`src/hdl/hrhs_pkg.sv`:
```
package hrhs_pkg;

  localparam int CB = 16;
  localparam int DW = CB + 3;
  localparam int QB = CB + 1;
  localparam int NW = DW + QB;

  localparam logic [CB-1:0] ONE = {CB{1'b1}};

  localparam logic [1:0] MODE_TO_HSL = 2'd0;
  localparam logic [1:0] MODE_TO_RGB = 2'd1;
  localparam logic [1:0] MODE_SHIFT  = 2'd2;

  localparam logic CFG_MODE = 1'b0;
  localparam logic CFG_HUE  = 1'b1;

  localparam logic [CB+1:0] TURN  = (CB+2)'(1) << CB;
  localparam logic [CB+1:0] THALF = TURN >> 1;
  localparam logic [CB+1:0] T3H   = TURN + THALF;
  localparam logic [CB+1:0] T2    = TURN << 1;
  localparam logic [CB+1:0] T3    = T2 + TURN;

  typedef struct packed {
    logic [DW-1:0] rem;
    logic [QB-1:0] nb;
    logic [QB-1:0] q;
    logic [DW-1:0] d;
  } div_t;

  typedef struct packed {
    logic [1:0]    mode;
    logic [CB-1:0] offs;
    logic [CB-1:0] c0;
    logic [CB-1:0] c1;
    logic [CB-1:0] c2;
    logic [CB-1:0] h;
    logic [CB-1:0] s;
    logic [CB-1:0] l;
  } side_t;

  // Twice the distance-to-edge weight of one channel, t3 in thirds of a turn.
  function automatic logic [CB:0] hue_x2(input logic [CB+1:0] t3);
    logic [CB+1:0] x;
    if (t3 < THALF) begin
      x = t3;
    end else if (t3 < T3H) begin
      x = THALF;
    end else if (t3 < T2) begin
      x = T2 - t3;
    end else begin
      x = '0;
    end
    return {x[CB-1:0], 1'b0};
  endfunction

  // Floor of n divided by 2^CB - 1, using n = a * 2^CB + b = a * M + a + b.
  function automatic logic [NW-CB:0] div_one(input logic [NW-1:0] n);
    logic [NW-CB-1:0] a;
    logic [NW-CB:0]   s;
    logic [CB:0]      t;
    logic [NW-CB:0]   q;
    a = n[NW-1:CB];
    s = {1'b0, a} + (NW-CB+1)'(n[CB-1:0]);
    t = (CB+1)'(s[NW-CB:CB]) + {1'b0, s[CB-1:0]};
    q = {1'b0, a} + (NW-CB+1)'(s[NW-CB:CB]) + (NW-CB+1)'(t >= {1'b0, ONE});
    return q;
  endfunction

endpackage

```
`src/hdl/hrhs_div_cell.sv`:
```
module hrhs_div_cell import hrhs_pkg::*; (
  input  logic clk,
  input  div_t din,
  output div_t dout
);

  logic [DW:0] rem_sh;
  logic [DW:0] diff;
  logic        ge;
  div_t        nxt;

  always_comb begin
    rem_sh   = {din.rem, din.nb[QB-1]};
    diff     = rem_sh - {1'b0, din.d};
    ge       = rem_sh >= {1'b0, din.d};
    nxt.rem  = ge ? diff[DW-1:0] : rem_sh[DW-1:0];
    nxt.nb   = {din.nb[QB-2:0], 1'b0};
    nxt.q    = {din.q[QB-2:0], ge};
    nxt.d    = din.d;
  end

  always_ff @(posedge clk) begin
    dout <= nxt;
  end

endmodule

```
`src/hdl/hrhs_divider.sv`:
```
module hrhs_divider import hrhs_pkg::*; (
  input  logic          clk,
  input  logic [NW-1:0] n,
  input  logic [DW-1:0] d,
  output logic [QB-1:0] q
);

  div_t chain [0:QB];

  assign chain[0] = '{rem: n[NW-1:QB], nb: n[QB-1:0], q: '0, d: d};

  for (genvar i = 0; i < QB; i++) begin : g_cell
    hrhs_div_cell u_cell (
      .clk  (clk),
      .din  (chain[i]),
      .dout (chain[i+1])
    );
  end

  assign q = chain[QB].q;

endmodule

```
`config.mk`:
```
export PLATFORM = sky130hd
export DESIGN_NAME = hrhs_divider
export DESIGN_NICKNAME = d
export VERILOG_FILES = /design/src/hdl/hrhs_pkg.sv /design/src/hdl/hrhs_div_cell.sv /design/src/hdl/hrhs_divider.sv
export SDC_FILE = /design/constraint.sdc
export NUM_CORES = 1
export LEC_CHECK = 0
export BUFFER_PORTS_ARGS = -buffer_cell sky130_fd_sc_hd__buf_2
export CORE_MARGIN = 3
export CORE_UTILIZATION = 35
export DETAILED_ROUTE_END_ITERATION = 6
export GPL_TIMING_DRIVEN = 0
export PLACE_DENSITY = 0.61
export SLEW_MARGIN = 30
export SYNTH_ARGS = -nofsm -noshare
export SYNTH_HDL_FRONTEND = slang
export SYNTH_HIERARCHICAL = 1
export SYNTH_SLANG_ARGS = --single-unit
```
`constraint.sdc`:
```
create_clock -name clk -period 5.67 [get_ports clk]
set_input_delay 0.567 -clock clk [delete_from_list [all_inputs] [get_ports clk]]
set_output_delay 0.567 -clock clk [all_outputs]
set_load 0.05 [all_outputs]
```
==> results of run 1 <==
-- worst max-delay path: cells and delay by family (launching register included) --
| kind | cells | cell delay (ns) |
|---|---|---|
| buffers and inverters | 1 | 0.08 |
| xor gates and xnor gates | 1 | 0.19 |
| adders and majority gates | 2 | 0.62 |
| AOI/OAI and AO/OA | 4 | 0.99 |
| and+or+nand+nor | 2 | 0.35 |
| DFF | 1 | 0.48 |
-- worst min path at each step --
stage                                            end  depth (start not counted)                       from  slack, ns
after floorplan           g_cell[10].u_cell/dout[20]                          0  g_cell[9].u_cell/dout[19]       0.31
after global placement     g_cell[8].u_cell/dout[27]                          0  g_cell[7].u_cell/dout[26]       0.31
after detailed placement  g_cell[10].u_cell/dout[29]                          0  g_cell[9].u_cell/dout[28]       0.31
after CTS                  g_cell[0].u_cell/dout[69]                          2                      n[32]       0.09
after global routing       g_cell[0].u_cell/dout[69]                          2                      n[32]       0.11
final                      g_cell[0].u_cell/dout[69]                          2                      n[32]       0.14
-- per-stage QoR --
stage	setup slack [ns]	std cells	area [µm²]	hold WS, ns
3_5_place_dp	2.74	5602	41900	0.312
6_report	2.81	5812	45600	0.144
2_1_floorplan	3.21	4042	39700	0.310
5_1_grt	2.77	5812	45600	0.109
4_1_cts	2.91	5812	45600	0.0906
3_3_place_gp	2.75	5602	41900	0.310
-- per-layer routing --
metal	vias up	track usage	part of all wire
met5	-	0	0
met4	0	0.0486	0.025
met3	156	0.0234	0.047
met2	603	0.252	0.46
met1	13200	0.201	0.47
li1	14300	-	-
-- cells in the final DEF (no fill, tap or decap), types with 38 or more instances in the layout --
cell,instances
sky130_fd_sc_hd__a21o_1,105
sky130_fd_sc_hd__a21oi_1,180
sky130_fd_sc_hd__a21oi_2,51
sky130_fd_sc_hd__buf_2,161
sky130_fd_sc_hd__clkbuf_16,96
sky130_fd_sc_hd__dfxtp_1,897
sky130_fd_sc_hd__ha_1,323
sky130_fd_sc_hd__inv_1,380
sky130_fd_sc_hd__mux2_4,64
sky130_fd_sc_hd__nand2_1,463
sky130_fd_sc_hd__nand2b_1,41
sky130_fd_sc_hd__nand3_1,84
sky130_fd_sc_hd__nand4_1,65
sky130_fd_sc_hd__nor2_1,115
sky130_fd_sc_hd__nor3_1,38
sky130_fd_sc_hd__o21a_1,53
sky130_fd_sc_hd__o21ai_0,216
sky130_fd_sc_hd__o21ai_1,69
sky130_fd_sc_hd__o31ai_1,41
sky130_fd_sc_hd__xnor2_1,140
sky130_fd_sc_hd__xor2_1,100
-- timing repair --
| action | in CTS | in global routing |
|---|---|---|
| hold endpoints to repair | 35 | 0 |
| endpoints found under the setup margin | 0 | 0 |
| hold buffers | 35 | 0 |
-- power by group --
part | switching [mW] | leakage [nW] | total (mW) | internal [mW]
combinational | 8.94 | 11.8 | 15.3 | 6.38
clock | 2.58 | 1.58 | 6.33 | 3.76
sequential | 0.906 | 7.56 | 9.19 | 8.29
total | 12.4 | 20.9 | 30.8 | 18.4
-- final cells by class --
type,instances,area (µm²),area share
buffer,144,881,0.0193
clock buffer,142,2790,0.0611
clock inverter,33,504,0.0111
inverter,397,1520,0.0334
multi-input combinational,2604,19300,0.424
sequential,897,18000,0.394
tap,1488,1860,0.0409
timing repair buffer,107,711,0.0156
==> flow_metrics.py, run 1 <==
metrics = {
    "run_status": {
        "run_status": "finished clean",
    },
    "sta": {
        "setup_violations": 0,
        "worst_pin_slew_ns": 0.624,
        "finalHoldViolCount": 0,
        "timing.final.crit_share": 0.504,
        "slew_headroom": 0.580,
        "layout_min_cycle_time_ns": 2.86,
        "unrepaired_setup_endpoints_after_global_routing": "no",
        "drv_slew": 0,
        "setup-tns-final_ns": 0,
        "peak_clock_frequency_supported_by_timing_mhz": 350,
        "fin_worst_skew_ns": 0.0380,
    },
    "setup_path": {
        "crit_start": "g_cell[11].u_cell/dout[52]",
        "reg_to_reg_slack_setup_ns": 2.81,
        "cp.arrival_ns": 3.41,
        "critical_path.startpoint_type": "register",
        "crit-reg2reg-capture": "g_cell[12].u_cell/dout[69]",
        "path_max_fanout": 3,
        "sort_of_element_at_the_end_of_the_critical_path": "register",
        "timing.rr.start": "g_cell[11].u_cell/dout[52]",
        "critical-path-max-stage-delay_ns": 0.48,
        "slowest_stage": "sky130_fd_sc_hd__dfxtp_1",
        "worstPathCellList": "inv_1 > ha_1 > fa_1 > and2b_1 > o2111ai_2 > a21oi_2 > nor2_1 > o31ai_1 > xnor2_1 > o21ai_1",
        "critical_path.endpoint": "g_cell[12].u_cell/dout[69]",
        "reg2reg_path_depth": 10,
        "cp_data_required_time_ns": 6.22,
        "critical_path_class": "reg -> reg",
    },
    "route": {
        "via_per_inst": 4.86,
        "wirelength_um": 90200,
        "avgRoutedWirePerCell_um": 15.5,
        "drtAntennaViolNets": 0,
        "1st_iter_drt_viols": 1960,
        "drt-pass1-iter-count": 5,
        "route.vias.total": 28300,
        "drc": 0,
    },
    "placed_design": {
        "port_buffers": 72,
        "detailed_place_hpwl_um": 70500,
        "globalplace.congestion": 0.901,
    },
    "synth": {
        "yosys_warnings": 6,
        "mappedNetlistArea_mm2": 0.0397,
        "syn_area_per_cell_um2": 9.82,
        "synth.net_count": 4438,
        "synthesis.instances": 4042,
    },
    "cells_and_area": {
        "largest_register_ff_count": 897,
        "antenna_cells": 0,
        "largest_reg_by_ff_count": "g_cell.u_cell/dout",
        "flow.area_growth_from_synthesis_pct": 14.8,
        "post_route_cells_drive_above_1_share": 0.150,
        "reg.largest.list": "g_cell.u_cell/dout (897)",
        "layout.nets": 4643,
        "final_core_util": 0.408,
        "fillerInstances": 10800,
    },
    "grt": {
        "grt_util_all_layers": 0.151,
        "grt_remaining_overflow": 0,
        "grt_start_max_net_pins": 16,
        "grt_first_pass_wirelength_um": 144000,
        "grt_pass1_vias": 27600,
        "grt_antenna_before_repair": 3,
    },
    "power": {
        "power_density_mw_per_mm2": 677,
        "p_leak_nw": 20.9,
        "peakVddDrop_v": 0.000301,
        "total_power_mw": 30.8,
    },
    "clock_tree": {
        "clkSinkCount": 897,
        "cts_max_path_buffers": 3,
        "clock_tree_from_tritoncts": "built",
        "post_cts.repair.setup_buffers": 0,
        "cts.repair.resized": 0,
        "cts-root-buf": "sky130_fd_sc_hd__clkbuf_16",
        "cts-buffers-inserted": 96,
        "cts-htree-levels": 3,
        "path_clk_slew_ns": 0.06,
        "clock_latency_ns": 0.68,
    },
    "floorplanning": {
        "rows": 122,
        "start_util": 0.356,
        "floorplan.die.width_um": 343,
        "core_area_mm2": 0.112,
        "pin_count": 73,
        "fp.dieH_um": 343,
        "die_area_mm2": 0.118,
    },
    "job": {
        "max-cap-violations": 0,
    },
    "hold_path": {
        "hold_path_class": "in -> reg",
    },
}
Note: power is estimated with default switching activity, not from simulation.
==> run 2: changes to the inputs <==
- ABC_AREA: unset -> 1
- clock period: 5.67 -> 2.7 ns (I/O delays scaled with it)
==> run 2 against run 1 <==
Die area increased by 9.8%. Hold slack better by 0.066 ns. Utilization down 0.067 points. Largest power group unchanged. Cell count grew 35%. Combinational power up 110%. Flip-flop and latch count did not move.
==> flow_metrics.py, run 2 <==
metrics = {
    "cells_and_area": {
        "mostFrequentLayoutCell": "sky130_fd_sc_hd__nand2_1",
        "final_core_util": 0.408,
        "post_route_cells_drive_above_1_share": 0.107,
        "reg.largest.list": "g_cell.u_cell/dout (897)",
        "largest_register_ff_count": 897,
        "largest_reg_by_ff_count": "g_cell.u_cell/dout",
        "flow.area_growth_from_synthesis_pct": 14.7,
        "layout.nets": 6514,
        "most-common-layout-cells": "1910 x sky130_fd_sc_hd__nand2_1, 983 x sky130_fd_sc_hd__inv_1, 896 x sky130_fd_sc_hd__dfxtp_1",
        "final_design_area_excluding_fillers_mm2": 0.0501,
        "fillerInstances": 12600,
        "post_layout_nonfiller_instances": 7826,
    },
    "power": {
        "peakVddDrop_v": 0.000582,
        "p_leak_nw": 26.5,
        "share_clk_of_total_power": 0.217,
        "swShare": 0.431,
        "comb_power_share": 0.484,
        "switching_power_mw": 28.0,
        "power.sequential.fraction": 0.299,
        "power_density_mw_per_mm2": 1300,
        "intPower_mw": 37.0,
    },
    "clock_tree": {
        "clkSinkCount": 897,
        "post_cts.repair.setup_buffers": 0,
        "cts-htree-levels": 3,
        "cts-buffers-inserted": 100,
        "cts_max_path_buffers": 3,
        "clock_latency_ns": 0.70,
        "path_clk_slew_ns": 0.07,
        "clock_tree_from_tritoncts": "built",
        "cts-root-buf": "sky130_fd_sc_hd__clkbuf_16",
    },
    "setup_path": {
        "sort_of_element_at_the_end_of_the_critical_path": "register",
        "cp_data_required_time_ns": 3.22,
        "cp.arrival_ns": 3.07,
        "critical_path_class": "reg -> reg",
        "path_max_fanout": 10,
        "critical_path.startpoint_type": "register",
    },
    "route": {
        "route.vias.total": 34800,
        "drtAntennaViolNets": 0,
        "drc": 0,
        "via_per_inst": 4.45,
        "1st_iter_drt_viols": 2061,
        "avgRoutedWirePerCell_um": 14.1,
        "wirelength_um": 111000,
        "drt-pass1-iter-count": 6,
    },
    "run_status": {
        "run_status": "finished clean",
    },
    "job": {
        "max-cap-violations": 0,
    },
    "floorplanning": {
        "start_util": 0.355,
        "die_area_mm2": 0.129,
        "core_area_mm2": 0.123,
        "pin_count": 73,
        "floorplan.die.width_um": 359,
        "fp.dieH_um": 359,
        "rows": 128,
    },
    "placed_design": {
        "port_buffers": 72,
        "detailed_place_hpwl_um": 89400,
        "numPlacedInstances": 7587,
        "globalplace.congestion": 0.894,
        "placedInstanceArea_mm2": 0.0460,
    },
    "sta": {
        "setup-tns-final_ns": 0,
        "timing.hold.ws_ns": 0.210,
        "unrepaired_setup_endpoints_after_global_routing": "no",
        "layout_min_cycle_time_ns": 2.55,
        "timing.final.crit_share": 0.945,
        "peak_clock_frequency_supported_by_timing_mhz": 392,
        "fin_worst_skew_ns": 0.0318,
        "setup_violations": 0,
        "finalHoldViolCount": 0,
        "slew_headroom": 0.691,
        "worst_pin_slew_ns": 0.458,
        "drv_slew": 0,
    },
    "synth": {
        "mappedNetlistArea_mm2": 0.0437,
        "synthesis.instances": 5890,
        "syn_area_per_cell_um2": 7.41,
        "yosys_warnings": 6,
        "synth.net_count": 6286,
    },
    "grt": {
        "grt_pass1_vias": 33100,
        "grt_start_max_net_pins": 15,
        "grt_util_all_layers": 0.170,
        "grt_first_pass_wirelength_um": 176000,
        "grt_antenna_before_repair": 3,
        "grt_remaining_overflow": 0,
    },
    "hold_path": {
        "hold_path_class": "in -> reg",
    },
}
-- run 2: worst paths after layout --
path	start	endpoint	slack, ns	cells past startpoint
setup / recovery	g_cell[8].u_cell/dout[52]	g_cell[9].u_cell/dout[56]	0.15	13
hold / removal	n[35]	g_cell[0].u_cell/dout[54]	0.21	8
setup reg to reg	g_cell[8].u_cell/dout[52]	g_cell[9].u_cell/dout[56]	0.15	13
hold reg to reg	g_cell[13].u_cell/dout[19]	g_cell[14].u_cell/dout[20]	0.30	0
-- run 2: repair_timing --
item | CTS | global route
setup endpoints to repair | 2 | 3
resized for setup | 1 | 2
hold buffers | 54 | 0
pin swaps | 0 | 0
hold endpoints to repair | 54 | 0
-- run 2: critical path, cell delays in order (launching register included) --
cell and delay, ns:
sky130_fd_sc_hd__dfxtp_4 0.40, sky130_fd_sc_hd__inv_1 0.07, sky130_fd_sc_hd__ha_1 0.22, sky130_fd_sc_hd__fa_1 0.43, sky130_fd_sc_hd__nand3b_1 0.22, sky130_fd_sc_hd__nand2_2 0.13
sky130_fd_sc_hd__nand3_1 0.08, sky130_fd_sc_hd__nand3_1 0.15, sky130_fd_sc_hd__nand2_2 0.08, sky130_fd_sc_hd__nand2_4 0.11, sky130_fd_sc_hd__inv_4 0.08, sky130_fd_sc_hd__buf_12 0.16
sky130_fd_sc_hd__nand2_2 0.05, sky130_fd_sc_hd__nand2_1 0.18
-- run 2: cell type report --
class,count,area (µm²),area share
Multi-Input combinational cell,3940,21200,0.423
Sequential cell,897,18000,0.359
Inverter,1004,3820,0.0763
Clock buffer,128,2750,0.0549
Tap cell,1625,2030,0.0406
Timing Repair Buffer,126,901,0.0180
Clock inverter,54,721,0.0144
Buffer,49,692,0.0138
Antenna cell,3,7.51,0.000150
-- run 2: routing by layer --
layer / up-vias / GRT usage / wire length (µm)
met5: - / 0 / 11
met4: 2 / 0.0539 / 3270
met3: 192 / 0.0253 / 5060
met2: 692 / 0.297 / 52700
met1: 15500 / 0.213 / 49600
li1: 18400 / - / -
-- run 2: power by group through the flow --
stage / Clock [mW] / Combinational [mW] / Sequential [mW]
CTS: 14.7 / 31.3 / 19.5
detailed placement: 0 / 31.1 / 19.8
global route: 15.2 / 35.6 / 19.8
global placement: 0 / 30.9 / 19.8
floorplan: 0 / 23.6 / 19.1
finish: 14.1 / 31.4 / 19.4
-- run 2: per-stage QoR --
| step | power, mW | setup slack, ns |
|---|---|---|
| 6_report | 65.0 | 0.148 |
| 5_1_grt | 70.5 | 0.000969 |
| 4_1_cts | 65.5 | 0.0855 |
| 3_5_place_dp | 50.9 | -0.0669 |
| 3_3_place_gp | 50.7 | -0.0810 |
| 2_1_floorplan | 42.8 | 0.734 |
==> run 3: changes to the inputs <==
- SYNTH_HIERARCHICAL: 1 -> unset
==> run 3 against run 2 <==
Clock-buffer cell count shrank 4. Sequential power is essentially flat. Final area shrank 2.4%. Flip-flop and latch count is the same. Synthesized cell count shrank 0.41%. Register-to-register slack gained 0.02 ns. Clock skew shrank 0.00054 ns. Clock power is essentially flat. Hold slack lost 0.0053 ns. Die area shrank 2.6%. Largest power group unchanged. Cell count shrank 0.56%.
==> flow_metrics.py, run 3 <==
metrics = {
    "cells_and_area": {
        "largest_register_ff_count": 897,
        "most-common-layout-cells": "2115 x sky130_fd_sc_hd__nand2_1, 954 x sky130_fd_sc_hd__inv_1, 897 x sky130_fd_sc_hd__dfxtp_1",
        "mostFrequentLayoutCell": "sky130_fd_sc_hd__nand2_1",
        "flow.area_growth_from_synthesis_pct": 15.0,
        "reg.largest.list": "g_cell.u_cell.dout (897)",
        "fillerInstances": 12600,
        "largest_reg_by_ff_count": "g_cell.u_cell.dout",
        "antenna_cells": 0,
        "layout.nets": 6485,
        "post_layout_nonfiller_instances": 7782,
        "final-seq-area_mm2": 0.0180,
        "post_route_cells_drive_above_1_share": 0.0606,
        "multiInputGateArea_mm2": 0.0202,
        "final_design_area_excluding_fillers_mm2": 0.0489,
        "final_core_util": 0.407,
    },
    "floorplanning": {
        "rows": 127,
        "core_area_mm2": 0.120,
        "start_util": 0.354,
        "die_area_mm2": 0.126,
        "floorplan.die.width_um": 354,
        "pin_count": 73,
        "fp.dieH_um": 354,
    },
    "route": {
        "1st_iter_drt_viols": 1977,
        "drc": 0,
        "avgRoutedWirePerCell_um": 14.1,
        "drt-pass1-iter-count": 6,
        "drtAntennaViolNets": 0,
        "wirelength_um": 110000,
        "route.vias.total": 34900,
        "via_per_inst": 4.48,
    },
    "setup_path": {
        "critical_path.most_common_cell": "sky130_fd_sc_hd__nand3_1",
        "reg_to_reg_slack_setup_ns": 0.17,
        "worstPathCellList": "inv_1 > ha_1 > fa_1 > inv_1 > nand3_1 > nand3_1 > nand3_1 > nand3_1 > nand2_1 > nand2_2 > inv_4 > buf_6 > nand2_1 > nand2_1",
        "cp.arrival_ns": 3.11,
        "critical_path.startpoint_type": "register",
        "slowest_stage": "sky130_fd_sc_hd__fa_1",
        "critical-path-max-stage-delay_ns": 0.48,
        "path_max_fanout": 10,
        "critical_path_class": "reg -> reg",
        "sort_of_element_at_the_end_of_the_critical_path": "register",
        "cp_data_required_time_ns": 3.27,
    },
    "power": {
        "p_leak_nw": 26.1,
        "power_density_mw_per_mm2": 1290,
        "peakVddDrop_v": 0.000792,
        "total_power_mw": 63.2,
    },
    "grt": {
        "grt_antenna_before_repair": 0,
        "grt_remaining_overflow": 0,
        "grt_pass1_vias": 33000,
        "grt_first_pass_wirelength_um": 174000,
        "grt_start_max_net_pins": 15,
        "grt_util_all_layers": 0.172,
    },
    "clock_tree": {
        "cts-htree-levels": 3,
        "cts_max_path_buffers": 3,
        "clock_latency_ns": 0.71,
        "clkSinkCount": 897,
        "cts-root-buf": "sky130_fd_sc_hd__clkbuf_16",
        "path_clk_slew_ns": 0.06,
        "clock_tree_from_tritoncts": "built",
        "cts-buffers-inserted": 96,
    },
    "synth": {
        "synth-edff-count": 0,
        "syn_area_per_cell_um2": 7.24,
        "async_reset_ff_frac": 0,
        "synth.net_count": 6261,
        "synth_commonest_cells": "2115 x sky130_fd_sc_hd__nand2_1, 954 x sky130_fd_sc_hd__inv_1, 897 x sky130_fd_sc_hd__dfxtp_1",
        "ys_ff_latch": 897,
        "synth_top_cell_area_share": 0.423,
        "mappedNetlistArea_mm2": 0.0425,
        "yosys.area.top_type": "sky130_fd_sc_hd__dfxtp_1",
        "post-synth-top-count-cell": "sky130_fd_sc_hd__nand2_1",
        "yosys_warnings": 0,
        "yosysSeqAreaShare": 0.423,
        "ys_types": 33,
        "ys_dominant_reg_cell": "sky130_fd_sc_hd__dfxtp_1",
        "synthTopCellsByArea": "sky130_fd_sc_hd__dfxtp_1 42%, sky130_fd_sc_hd__nand2_1 19%, sky130_fd_sc_hd__ha_1 9.5%",
        "synthesis.instances": 5866,
    },
    "sta": {
        "worst_pin_slew_ns": 0.485,
        "timing.final.crit_share": 0.939,
        "layout_min_cycle_time_ns": 2.53,
        "unrepaired_setup_endpoints_after_global_routing": "no",
        "finalHoldViolCount": 0,
        "peak_clock_frequency_supported_by_timing_mhz": 395,
        "timing.hold.ws_ns": 0.205,
        "setup-tns-final_ns": 0,
        "fin_ws_ns": 0.165,
        "fin_worst_skew_ns": 0.0313,
        "drv_slew": 0,
        "setup_violations": 0,
        "slew_headroom": 0.673,
    },
    "hold_path": {
        "hold_path_class": "in -> reg",
    },
    "placed_design": {
        "numPlacedInstances": 7550,
        "port_buffers": 72,
        "placedInstanceArea_mm2": 0.0449,
        "preCtsSetupSlack_ns": 0.150,
        "detailed_place_hpwl_um": 87900,
        "globalplace.congestion": 0.920,
    },
    "run_status": {
        "run_status": "finished clean",
    },
    "job": {
        "max-cap-violations": 0,
    },
}
[run 3: cell type report]
cell class | count | share of cell area
Buffer | 67 | 0.0132
Clock buffer | 124 | 0.0544
Clock inverter | 54 | 0.0164
Inverter | 970 | 0.0751
Multi-Input combinational cell | 3932 | 0.414
Sequential cell | 897 | 0.367
Tap cell | 1612 | 0.0413
Timing Repair Buffer | 126 | 0.0184
[run 3: cell families after synthesis]
family / Yosys count / share of synthesized area
AND/OR/NAND/NOR: 3120 / 0.301
AO/OA/AOI/OAI: 313 / 0.0389
XOR/XNOR: 160 / 0.0330
flip-flops: 897 / 0.423
adder cells (fa/ha/maj): 339 / 0.103
buffers and inverters: 1037 / 0.102
[run 3: layer usage]
layer | GRT usage | up-vias | share of wire
met4 | 0.0577 | 0 | 0.032
li1 | - | 18500 | -
met3 | 0.0235 | 177 | 0.039
met5 | 0 | - | 0
met2 | 0.301 | 660 | 0.48
met1 | 0.218 | 15600 | 0.45
[run 3: repair_timing]
action,CTS,global route
endpoints found under the setup margin,0,2
setup buffers,0,0
resized for setup,0,1
hold buffers,54,0
endpoints found under the hold margin,54,0
[run 3: final timing paths]
path                         startpoint                         end  depth (start not counted)
min                                n[9]   g_cell[0].u_cell.dout[46]                          2
max          g_cell[10].u_cell.dout[52]  g_cell[11].u_cell.dout[60]                         14
max reg2reg  g_cell[10].u_cell.dout[52]  g_cell[11].u_cell.dout[60]                         14
min reg2reg  g_cell[13].u_cell.dout[23]  g_cell[14].u_cell.dout[24]                          0
[run 3: where the power goes]
group	switching, mW	internal (mW)
combinational	19.2	10.6
clock	5.66	8.49
sequential	2.06	17.2
[run 3: worst max-delay path: cells and delay by family, from the launching register on]
kind / cells / cell delay (ns)
adders and majority gates: 2 / 0.73
DFF: 1 / 0.31
and+or+nand+nor: 8 / 0.90
buffers and inverters: 4 / 0.46
